[config.mk]
export PLATFORM = sky130hd
export DESIGN_NAME = ipv6_text_address_parser
export DESIGN_NICKNAME = d
export VERILOG_FILES = /design/src/hdl/i6p_pkg.sv /design/src/hdl/i6p_front.sv /design/src/hdl/i6p_queue.sv /design/src/hdl/i6p_back.sv /design/src/hdl/i6p_asm.sv /design/src/hdl/ipv6_text_address_parser.sv
export SDC_FILE = /design/constraint.sdc
export NUM_CORES = 1
export LEC_CHECK = 0
export BUFFER_PORTS_ARGS = -buffer_cell sky130_fd_sc_hd__buf_2
export CORE_MARGIN = 4
export CORE_UTILIZATION = 60
export CTS_BUF_LIST = sky130_fd_sc_hd__clkbuf_2
export CTS_CLUSTER_DIAMETER = 100
export CTS_CLUSTER_SIZE = 20
export DETAILED_ROUTE_END_ITERATION = 10
export GPL_TIMING_DRIVEN = 0
export PLACE_DENSITY = 0.78
export SLEW_MARGIN = 20
export SYNTH_ARGS = -nofsm -noshare
export SYNTH_HDL_FRONTEND = slang
export SYNTH_SLANG_ARGS = --single-unit
[constraint.sdc]
create_clock -name clk_i -period 11.8 [get_ports clk_i]
set_input_delay 2.36 -clock clk_i [delete_from_list [all_inputs] [get_ports clk_i]]
set_output_delay 2.36 -clock clk_i [all_outputs]
set_load 0.02 [all_outputs]
[src/hdl/i6p_pkg.sv]
// ----------------------------------------------------------------------------
// i6p_pkg - shared types and constants of the IPv6 text address parser
// Item types of both channels, the token passed from front to back, and the
// end-of-text snapshot passed from the parser to the address assembler.
// ----------------------------------------------------------------------------
package i6p_pkg;

  localparam int unsigned QueueDepth = 4;
  localparam int unsigned NumGroups  = 8;

  // character codes
  localparam logic [7:0] CaseBit = 8'h20;
  localparam logic [7:0] ChZero  = 8'h30;
  localparam logic [7:0] ChNine  = 8'h39;
  localparam logic [7:0] ChLowA  = 8'h61;
  localparam logic [7:0] ChLowF  = 8'h66;
  localparam logic [7:0] ChColon = 8'h3A;
  localparam logic [7:0] ChDot   = 8'h2E;

  localparam logic [13:0] OctetMax = 14'd255;

  typedef enum logic [2:0] {
    CLS_DEC,
    CLS_HEX,
    CLS_COLON,
    CLS_DOT,
    CLS_OTHER
  } cls_e;

  typedef struct packed {
    logic [7:0] ch;
    logic       last;
  } in_item_t;

  typedef struct packed {
    logic [63:0] addr_high;
    logic [63:0] addr_low;
    logic        ok;
  } out_item_t;

  // classified character
  typedef struct packed {
    cls_e       cls;
    logic [3:0] nib;
    logic       last;
  } tok_t;

  // parser state after the last character of a text
  typedef struct packed {
    logic [NumGroups-1:0][15:0] grp;
    logic [3:0]                 gw;
    logic                       gap_seen;
    logic [3:0]                 gap_pos;
    logic [15:0]                hex;
    logic                       has_digits;
    logic                       tail_mode;
    logic [23:0]                tail;
    logic [7:0]                 oct;
    logic [1:0]                 dot_cnt;
    logic                       failed;
  } fin_t;

endpackage

[src/hdl/i6p_front.sv]
// ----------------------------------------------------------------------------
// i6p_front - character classifier
// Sorts each incoming character into decimal digit, hex letter, colon, dot or
// other, and extracts its digit value.
// ----------------------------------------------------------------------------
module i6p_front (
  input  i6p_pkg::in_item_t in_item_i,
  output i6p_pkg::tok_t     tok_o
);

  logic [7:0] lc;
  logic       is_dec;
  logic       is_hex;

  assign lc     = in_item_i.ch | i6p_pkg::CaseBit;
  assign is_dec = (in_item_i.ch >= i6p_pkg::ChZero) && (in_item_i.ch <= i6p_pkg::ChNine);
  assign is_hex = (lc >= i6p_pkg::ChLowA) && (lc <= i6p_pkg::ChLowF);

  always_comb begin
    tok_o.last = in_item_i.last;
    tok_o.nib  = in_item_i.ch[3:0];
    priority if (is_dec) begin
      tok_o.cls = i6p_pkg::CLS_DEC;
    end else if (is_hex) begin
      tok_o.cls = i6p_pkg::CLS_HEX;
      tok_o.nib = 4'(lc - i6p_pkg::ChLowA + 8'd10);
    end else if (in_item_i.ch == i6p_pkg::ChColon) begin
      tok_o.cls = i6p_pkg::CLS_COLON;
    end else if (in_item_i.ch == i6p_pkg::ChDot) begin
      tok_o.cls = i6p_pkg::CLS_DOT;
    end else begin
      tok_o.cls = i6p_pkg::CLS_OTHER;
    end
  end

endmodule

[src/hdl/i6p_queue.sv]
// ----------------------------------------------------------------------------
// i6p_queue - token queue between classifier and parser
// Small FIFO of classified characters; push and pop may occur together.
// ----------------------------------------------------------------------------
module i6p_queue #(
  parameter int unsigned Depth = i6p_pkg::QueueDepth
) (
  input  logic          clk_i,
  input  logic          rst_ni,
  input  logic          push_i,
  input  i6p_pkg::tok_t data_i,
  output logic          full_o,
  input  logic          pop_i,
  output logic          empty_o,
  output i6p_pkg::tok_t data_o
);

  localparam int unsigned PtrW = (Depth > 1) ? $clog2(Depth) : 1;
  localparam int unsigned CntW = $clog2(Depth + 1);

  i6p_pkg::tok_t   mem_q [Depth];
  logic [PtrW-1:0] wr_ptr_q, wr_ptr_d;
  logic [PtrW-1:0] rd_ptr_q, rd_ptr_d;
  logic [CntW-1:0] cnt_q, cnt_d;
  logic            do_push;
  logic            do_pop;

  assign full_o  = (cnt_q == CntW'(Depth));
  assign empty_o = (cnt_q == '0);
  assign data_o  = mem_q[rd_ptr_q];
  assign do_push = push_i && !full_o;
  assign do_pop  = pop_i && !empty_o;

  always_comb begin
    wr_ptr_d = wr_ptr_q;
    rd_ptr_d = rd_ptr_q;
    cnt_d    = cnt_q;
    if (do_push) begin
      wr_ptr_d = (wr_ptr_q == PtrW'(Depth - 1)) ? '0 : wr_ptr_q + 1'b1;
    end
    if (do_pop) begin
      rd_ptr_d = (rd_ptr_q == PtrW'(Depth - 1)) ? '0 : rd_ptr_q + 1'b1;
    end
    if (do_push && !do_pop) begin
      cnt_d = cnt_q + 1'b1;
    end else if (do_pop && !do_push) begin
      cnt_d = cnt_q - 1'b1;
    end
  end

  always_ff @(posedge clk_i or negedge rst_ni) begin
    if (!rst_ni) begin
      wr_ptr_q <= '0;
      rd_ptr_q <= '0;
      cnt_q    <= '0;
    end else begin
      wr_ptr_q <= wr_ptr_d;
      rd_ptr_q <= rd_ptr_d;
      cnt_q    <= cnt_d;
    end
  end

  always_ff @(posedge clk_i) begin
    if (do_push) begin
      mem_q[wr_ptr_q] <= data_i;
    end
  end

endmodule

[src/hdl/i6p_back.sv]
// ----------------------------------------------------------------------------
// i6p_back - character-by-character parser
// Tracks hex groups, the gap, and the dotted-quad tail; on the last character
// hands a snapshot of the state to the assembler and returns to reset values.
// ----------------------------------------------------------------------------
module i6p_back (
  input  logic          clk_i,
  input  logic          rst_ni,
  input  i6p_pkg::tok_t tok_i,
  input  logic          tok_valid_i,
  output logic          pop_o,
  output i6p_pkg::fin_t fin_o,
  output logic          fin_valid_o,
  input  logic          fin_ready_i
);

  logic [i6p_pkg::NumGroups-1:0][15:0] grp_q, grp_d;
  logic [3:0]    gw_q, gw_d;
  logic          gap_q, gap_d;
  logic [3:0]    gpos_q, gpos_d;
  logic [15:0]   hex_q, hex_d;
  logic [2:0]    dcnt_q, dcnt_d;
  logic [13:0]   doct_q, doct_d;
  logic          gnd_q, gnd_d;
  logic          colon_q, colon_d;
  logic          tail_q, tail_d;
  logic [23:0]   tval_q, tval_d;
  logic [1:0]    dot_q, dot_d;
  logic          failed_q, failed_d;
  logic          first_q, first_d;
  logic          fin_v_q, fin_v_d;
  i6p_pkg::fin_t fin_q, fin_d;
  logic [13:0]   doct_mul;
  logic          skip;

  assign pop_o       = tok_valid_i && (!fin_v_q || fin_ready_i);
  assign fin_o       = fin_q;
  assign fin_valid_o = fin_v_q;
  assign doct_mul    = 14'((doct_q << 3) + (doct_q << 1) + 14'(tok_i.nib));
  assign skip        = first_q && (tok_i.cls == i6p_pkg::CLS_COLON);

  always_comb begin
    grp_d    = grp_q;
    gw_d     = gw_q;
    gap_d    = gap_q;
    gpos_d   = gpos_q;
    hex_d    = hex_q;
    dcnt_d   = dcnt_q;
    doct_d   = doct_q;
    gnd_d    = gnd_q;
    colon_d  = colon_q;
    tail_d   = tail_q;
    tval_d   = tval_q;
    dot_d    = dot_q;
    failed_d = failed_q;
    first_d  = first_q;
    fin_d    = fin_q;
    fin_v_d  = fin_v_q && !fin_ready_i;

    if (pop_o) begin
      first_d = 1'b0;
      if (!failed_q && !skip) begin
        if (tail_q) begin
          unique case (tok_i.cls)
            i6p_pkg::CLS_DEC: begin
              doct_d = doct_mul;
              if (doct_mul > i6p_pkg::OctetMax) failed_d = 1'b1;
            end
            i6p_pkg::CLS_DOT: begin
              if (dot_q == 2'd3) begin
                failed_d = 1'b1;
              end else begin
                tval_d = {tval_q[15:0], doct_q[7:0]};
                doct_d = '0;
                dot_d  = dot_q + 2'd1;
              end
            end
            default: failed_d = 1'b1;
          endcase
        end else if (tok_i.cls == i6p_pkg::CLS_COLON) begin
          if (dcnt_q != '0) begin
            // close the group; the eighth group may not end in a colon
            if (gw_q >= 4'd7) begin
              failed_d = 1'b1;
            end else begin
              grp_d[gw_q[2:0]] = hex_q;
              gw_d    = gw_q + 4'd1;
              hex_d   = '0;
              dcnt_d  = '0;
              doct_d  = '0;
              gnd_d   = 1'b0;
              colon_d = 1'b1;
            end
          end else if (!gap_q) begin
            gap_d   = 1'b1;
            gpos_d  = gw_q;
            colon_d = 1'b1;
          end else begin
            failed_d = 1'b1;
          end
        end else if ((tok_i.cls == i6p_pkg::CLS_DOT) && (dcnt_q != '0)) begin
          // enter the dotted-quad tail with the current group as first octet
          if ((gw_q > 4'd6) || !colon_q || gnd_q || (doct_q > i6p_pkg::OctetMax)) begin
            failed_d = 1'b1;
          end else begin
            tail_d = 1'b1;
            tval_d = {16'd0, doct_q[7:0]};
            doct_d = '0;
            dot_d  = 2'd1;
          end
        end else if (dcnt_q >= 3'd4) begin
          failed_d = 1'b1;
        end else begin
          dcnt_d = dcnt_q + 3'd1;
          unique case (tok_i.cls)
            i6p_pkg::CLS_DEC: begin
              hex_d  = {hex_q[11:0], tok_i.nib};
              doct_d = doct_mul;
            end
            i6p_pkg::CLS_HEX: begin
              hex_d = {hex_q[11:0], tok_i.nib};
              gnd_d = 1'b1;
            end
            default: failed_d = 1'b1;
          endcase
        end
      end

      if (tok_i.last) begin
        fin_v_d          = 1'b1;
        fin_d.grp        = grp_d;
        fin_d.gw         = gw_d;
        fin_d.gap_seen   = gap_d;
        fin_d.gap_pos    = gpos_d;
        fin_d.hex        = hex_d;
        fin_d.has_digits = (dcnt_d != '0);
        fin_d.tail_mode  = tail_d;
        fin_d.tail       = tval_d;
        fin_d.oct        = doct_d[7:0];
        fin_d.dot_cnt    = dot_d;
        fin_d.failed     = failed_d;
        // back to reset values for the next text
        gw_d     = '0;
        gap_d    = 1'b0;
        gpos_d   = '0;
        hex_d    = '0;
        dcnt_d   = '0;
        doct_d   = '0;
        gnd_d    = 1'b0;
        colon_d  = 1'b0;
        tail_d   = 1'b0;
        tval_d   = '0;
        dot_d    = '0;
        failed_d = 1'b0;
        first_d  = 1'b1;
      end
    end
  end

  always_ff @(posedge clk_i or negedge rst_ni) begin
    if (!rst_ni) begin
      gw_q     <= '0;
      gap_q    <= 1'b0;
      gpos_q   <= '0;
      hex_q    <= '0;
      dcnt_q   <= '0;
      doct_q   <= '0;
      gnd_q    <= 1'b0;
      colon_q  <= 1'b0;
      tail_q   <= 1'b0;
      tval_q   <= '0;
      dot_q    <= '0;
      failed_q <= 1'b0;
      first_q  <= 1'b1;
      fin_v_q  <= 1'b0;
    end else begin
      gw_q     <= gw_d;
      gap_q    <= gap_d;
      gpos_q   <= gpos_d;
      hex_q    <= hex_d;
      dcnt_q   <= dcnt_d;
      doct_q   <= doct_d;
      gnd_q    <= gnd_d;
      colon_q  <= colon_d;
      tail_q   <= tail_d;
      tval_q   <= tval_d;
      dot_q    <= dot_d;
      failed_q <= failed_d;
      first_q  <= first_d;
      fin_v_q  <= fin_v_d;
    end
  end

  // group store and snapshot: entries are read only after being written
  always_ff @(posedge clk_i) begin
    grp_q <= grp_d;
    fin_q <= fin_d;
  end

endmodule

[src/hdl/i6p_asm.sv]
// ----------------------------------------------------------------------------
// i6p_asm - address assembler and output register
// Pushes the final group(s), checks the group count against the gap, fills
// the gap with zero groups and registers the result item.
// ----------------------------------------------------------------------------
module i6p_asm (
  input  logic               clk_i,
  input  logic               rst_ni,
  input  i6p_pkg::fin_t      fin_i,
  input  logic               fin_valid_i,
  output logic               fin_ready_o,
  output logic               out_valid_o,
  input  logic               out_stall_i,
  output i6p_pkg::out_item_t out_item_o
);

  localparam int unsigned NG = i6p_pkg::NumGroups;

  logic [NG-1:0][15:0] gf;
  logic [NG-1:0][15:0] g;
  logic [31:0]         tail_word;
  logic [15:0]         w_a, w_b;
  logic [3:0]          n_push;
  logic [3:0]          gw_f;
  logic [3:0]          fill;
  logic [3:0]          gap_end;
  logic [3:0]          src;
  logic                end_ok, push_ok, cnt_ok, ok;
  i6p_pkg::out_item_t  res;
  logic                out_v_q;
  i6p_pkg::out_item_t  out_q;

  assign fin_ready_o = !out_v_q || !out_stall_i;
  assign out_valid_o = out_v_q;
  assign out_item_o  = out_q;
  assign tail_word   = {fin_i.tail, fin_i.oct};

  always_comb begin
    if (fin_i.tail_mode) begin
      w_a    = tail_word[31:16];
      w_b    = tail_word[15:0];
      n_push = 4'd2;
      end_ok = (fin_i.dot_cnt == 2'd3);
    end else begin
      w_a    = fin_i.hex;
      w_b    = '0;
      n_push = 4'd1;
      end_ok = fin_i.has_digits || fin_i.gap_seen;
    end
    gw_f    = fin_i.gw + n_push;
    push_ok = (gw_f <= 4'(NG));
    cnt_ok  = fin_i.gap_seen ? (gw_f < 4'(NG)) : (gw_f == 4'(NG));
    ok      = !fin_i.failed && end_ok && push_ok && cnt_ok;
    fill    = 4'(NG) - gw_f;
    gap_end = fin_i.gap_pos + fill;

    for (int i = 0; i < NG; i++) begin
      if (4'(i) < fin_i.gw) begin
        gf[i] = fin_i.grp[i];
      end else if (4'(i) == fin_i.gw) begin
        gf[i] = w_a;
      end else begin
        gf[i] = w_b;
      end
    end

    src = '0;
    for (int i = 0; i < NG; i++) begin
      src = 4'(i) - fill;
      if (4'(i) < fin_i.gap_pos) begin
        g[i] = gf[i];
      end else if (4'(i) < gap_end) begin
        g[i] = '0;
      end else begin
        g[i] = gf[src[2:0]];
      end
    end

    res.addr_high = ok ? {g[0], g[1], g[2], g[3]} : '0;
    res.addr_low  = ok ? {g[4], g[5], g[6], g[7]} : '0;
    res.ok        = ok;
  end

  always_ff @(posedge clk_i or negedge rst_ni) begin
    if (!rst_ni) begin
      out_v_q <= 1'b0;
    end else if (fin_ready_o) begin
      out_v_q <= fin_valid_i;
    end
  end

  always_ff @(posedge clk_i) begin
    if (fin_ready_o && fin_valid_i) begin
      out_q <= res;
    end
  end

endmodule

[src/hdl/ipv6_text_address_parser.sv]
// ----------------------------------------------------------------------------
// ipv6_text_address_parser - IPv6 address text to 128-bit binary
// Reads an address text one character per item and returns the binary
// address with an ok flag after the character marked last.
// ----------------------------------------------------------------------------
//
//   channel | direction | handshake              | payload
//   --------+-----------+------------------------+---------------------------
//   in      | input     | in_valid_i / in_stall_o  | in_item_i  (ch, last)
//   out     | output    | out_valid_o / out_stall_i| out_item_o (addr, ok)
//
// One character item is taken per cycle, sustained, as long as the queue
// between classifier and parser is not full.
// After the edge that accepts the last character, its token passes through the
// parser's snapshot register and the address assembler's output register.
// in_stall_o is raised only when the token queue is full; it never depends
// combinationally on out_stall_i.
// Reset clears all control state at once; no clearing pass is needed.
//
// Structure: i6p_front classifies each character and writes it into i6p_queue;
// i6p_back pops one token per cycle unless stalled by i6p_asm, and updates
// the parse state; on a last token it hands a snapshot to i6p_asm, which
// fills the gap and holds the result in its output register until taken.
// ----------------------------------------------------------------------------
module ipv6_text_address_parser #(
  parameter int unsigned QueueDepth = i6p_pkg::QueueDepth
) (
  input  logic               clk_i,
  input  logic               rst_ni,
  input  logic               in_valid_i,
  output logic               in_stall_o,
  input  i6p_pkg::in_item_t  in_item_i,
  output logic               out_valid_o,
  input  logic               out_stall_i,
  output i6p_pkg::out_item_t out_item_o
);

  i6p_pkg::tok_t tok_in;
  i6p_pkg::tok_t tok_out;
  logic          q_full;
  logic          q_empty;
  logic          q_pop;
  i6p_pkg::fin_t fin;
  logic          fin_valid;
  logic          fin_ready;

  // stall the input only on a full queue
  assign in_stall_o = q_full;

  i6p_front u_front (
    .in_item_i (in_item_i),
    .tok_o     (tok_in)
  );

  i6p_queue #(
    .Depth (QueueDepth)
  ) u_queue (
    .clk_i   (clk_i),
    .rst_ni  (rst_ni),
    .push_i  (in_valid_i),
    .data_i  (tok_in),
    .full_o  (q_full),
    .pop_i   (q_pop),
    .empty_o (q_empty),
    .data_o  (tok_out)
  );

  i6p_back u_back (
    .clk_i       (clk_i),
    .rst_ni      (rst_ni),
    .tok_i       (tok_out),
    .tok_valid_i (!q_empty),
    .pop_o       (q_pop),
    .fin_o       (fin),
    .fin_valid_o (fin_valid),
    .fin_ready_i (fin_ready)
  );

  i6p_asm u_asm (
    .clk_i       (clk_i),
    .rst_ni      (rst_ni),
    .fin_i       (fin),
    .fin_valid_i (fin_valid),
    .fin_ready_o (fin_ready),
    .out_valid_o (out_valid_o),
    .out_stall_i (out_stall_i),
    .out_item_o  (out_item_o)
  );

endmodule

==> impl_metrics.ini <==
[run_status]
outcome = finished, final reports clean

[sta]
finalCritPeriodShare_pct = 98.5
worst_pin_slew_ns = 1.30
fin_tns_setup_ns = 0
rsz0062_at_grt = no
fmax_ghz = 0.0861
finalSetupViolations = 0
whs_ns = 0.517
hold_viol_final = 0
fin_crit_ns = 11.62
maxSlewHeadroom_pct = 13.2
layout_setup_ws_ns = 0.180
skew_ns = 0.111
drv_slew = 0

[clock_network]
path_clk_slew_ns = 0.41
htree_levels = 2
cts_root_buffer = clkbuf_2
clock-sinks = 561
cts_hold_buf = 0
numCtsBuffers = 34
cts_max_path_buffers = 3
tritoncts = built
clock_latency_ns = 1.17

[critical_path]
slowest_stage = a2111oi_2
startpoint_type = flop
crit_buf_inv = 13
slowest_delay_ns = 0.96
crit_arrival_ns = 12.56
crit_required_ns = 12.74
path_cells = buf_2 > buf_2 > clkbuf_1 > inv_1 > ha_1 > clkbuf_1 > inv_1 > clkdlybuf4s15_1 > clkdlybuf4s15_1 > ha_1 > xnor2_1 > inv_1 > buf_2 > buf_1 > clkbuf_1 > ha_1 > a21oi_1 > xnor3_1 > xnor2_2 > a2111oi_2 > nand2_1 > clkbuf_1 > o21ai_0
cp_max_fo = 11
cpMostUsedCell = clkbuf_1
critPathKind = flop to flop
path_delay_family = buffers and inverters
crit_path_end_kind = flop

[global_route]
antenna_found_initial = 3
grt_pass1_vias = 24600
grt_overflow_total = 0
grt_max_degree = 115
grt_pass1_wl_um = 170000
grt_usage_pct = 41.3

[finish]
final_cell_mix = 479 x edfxtp_1, 231 x nor2_1, 231 x nand2_1, 189 x o21ai_0, 176 x mux2_2
utilization_pct = 65.3
syn_to_final_growth_pct = 6.99
layout.nets = 2919
drive_gt1_share_pct = 19.0
final_common_cell = edfxtp_1

[drt]
wl_per_cell_um = 33.4
num_vias = 25900
viasPerCell = 7.26
drtPass1Iterations = 6
wirelength_um = 119000
drc_errors = 0
drtAntennaViolNets = 0
drt_iter0_markers = 4462

[die]
core_mm2 = 0.0516
initial_core_util_pct = 61.0
die-area_mm2 = 0.0562
die_w_um = 237
fp.dieH_um = 237
rows = 83
io_pins = 144

[yosys]
synthArstFlopShare_pct = 14.6
syn_area_per_cell_um2 = 11.8
ys_dominant_reg_cell = edfxtp_1
yosys_register_bits = 561
syn_inst = 2669
syn_nets = 2730
synth-seq-area-share_pct = 52.2
yosysWarningCount = 0
synth_cell_types = 99
syn_area_mm2 = 0.0315
synth-edff-count = 479

[place]
gp_congestion = 1.12
dpl.hpwl_um = 92400
pre_cts_ws_ns = 0.642
io_buffers = 143

[hold_path]
hold_class = flop to flop

[run]
maxCapViolations = 0
==> registers in the layout, summed over array words and instances, names as in the netlist, 2 cells and up <==
signal,count
u_back.grp_q,128
u_back.dcnt_q,3
u_back.gw_q,4
u_back.tval_q,24
u_queue.rd_ptr_q,2
u_queue.wr_ptr_q,2
u_queue.cnt_q,3
u_asm.out_item_o,129
u_queue.mem_q,32
u_back.fin_o,190
u_back.doct_q,14
u_back.hex_q,16
u_back.gpos_q,4
u_back.dot_q,2
==> final cells by class <==
class                      instances  area [um2]
sequential                       561       16400
tap                              680         851
inverter                          48         188
buffer                           188         855
multi-input combinational       1871       14100
antenna                            2        5.00
fill                            3813       17900
clock buffer                      53         265
timing repair buffer             154         986
clock inverter                     6        47.5
==> through the flow <==
step                cells  area, um2
floorplan            2669      31500
global route         3563      33700
detailed placement   3503      33400
finish               3563      33700
global placement     3492      33100
CTS                  3562      33700
==> cell families (layout without fill, tap and decap cells) <==
| kind of cell | count (synthesis) | after routing | synth area share [%] |
|---|---|---|---|
| adders and majority gates | 48 | 48 | 2.03 |
| xor gates and xnor gates | 22 | 22 | 0.679 |
| buffers and inverters | 237 | 449 | 3.24 |
| muxes | 452 | 452 | 17.8 |
| other | 0 | 2 | 0 |
| DFF | 561 | 561 | 52.2 |
| and+or+nand+nor | 605 | 605 | 8.69 |
| AOI/OAI and AO/OA | 744 | 744 | 15.4 |
==> Yosys cell counts (6+ instances only) <==
cell type	number	share of area (%)
a211o_1	6	0.17
a211oi_1	14	0.33
a21o_1	22	0.52
a21oi_1	166	2.6
a221o_1	11	0.35
a221oi_1	18	0.50
a22o_1	55	1.5
a22oi_1	19	0.45
a31oi_1	10	0.20
a32o_1	12	0.38
and2_1	13	0.26
buf_1	22	0.26
buf_2	30	0.48
buf_4	9	0.21
buf_6	8	0.29
clkbuf_1	120	1.4
dfrtp_1	81	6.4
edfxtp_1	479	46
ha_1	43	1.7
inv_1	45	0.54
mux2_1	42	1.5
mux2_2	176	6.3
mux2i_1	170	5.4
mux4_2	63	4.5
nand2_1	231	2.8
nand2b_1	15	0.30
nand3_1	24	0.38
nor2_1	232	2.8
nor2b_1	7	0.14
nor3_1	22	0.35
nor4_1	8	0.16
o211ai_1	17	0.41
o21a_1	11	0.26
o21ai_0	191	3.0
o22ai_1	104	2.1
o2bb2ai_1	10	0.28
o31ai_1	8	0.19
o32ai_1	11	0.31
or2_2	8	0.16
or3_1	8	0.16
xnor2_1	12	0.33
xor2_1	8	0.22
==> repair_timing <==
action / CTS / global route
setup endpoints to repair: 0 / 3
setup buffers: 0 / 0
resized for setup: 0 / 5
==> per-layer routing <==
layer / track usage, % / routed length (um) / part of all wire, % / vias up
met4: 25.0 / 9630 / 8.1 / 2
met1: 52.4 / 41200 / 35 / 12500
met5: 0 / 13 / 0.011 / -
li1: - / - / - / 10700
met3: 9.42 / 14500 / 12 / 507
met2: 65.0 / 53800 / 45 / 2236
==> worst paths after layout <==
path | startpoint | end | slack [ns] | depth (start not counted)
worst max-delay path | u_back.fin_o[35] | u_asm.out_item_o[95] | 0.18 | 23
worst min-delay path | u_back.grp_q[18] | u_back.fin_o[80] | 0.52 | 1
worst max register to register | u_back.fin_o[35] | u_asm.out_item_o[95] | 0.18 | 23
worst min register to register | u_back.grp_q[18] | u_back.fin_o[80] | 0.52 | 1
max in group asynchronous | rst_ni | u_back.tval_q[18] | 9.97 | 2
min in group asynchronous | rst_ni | u_back.hex_q[14] | 1.03 | 1
Power is not shown: default switching activity piles up to over one toggle a cycle in this logic, so the estimate is an artifact.
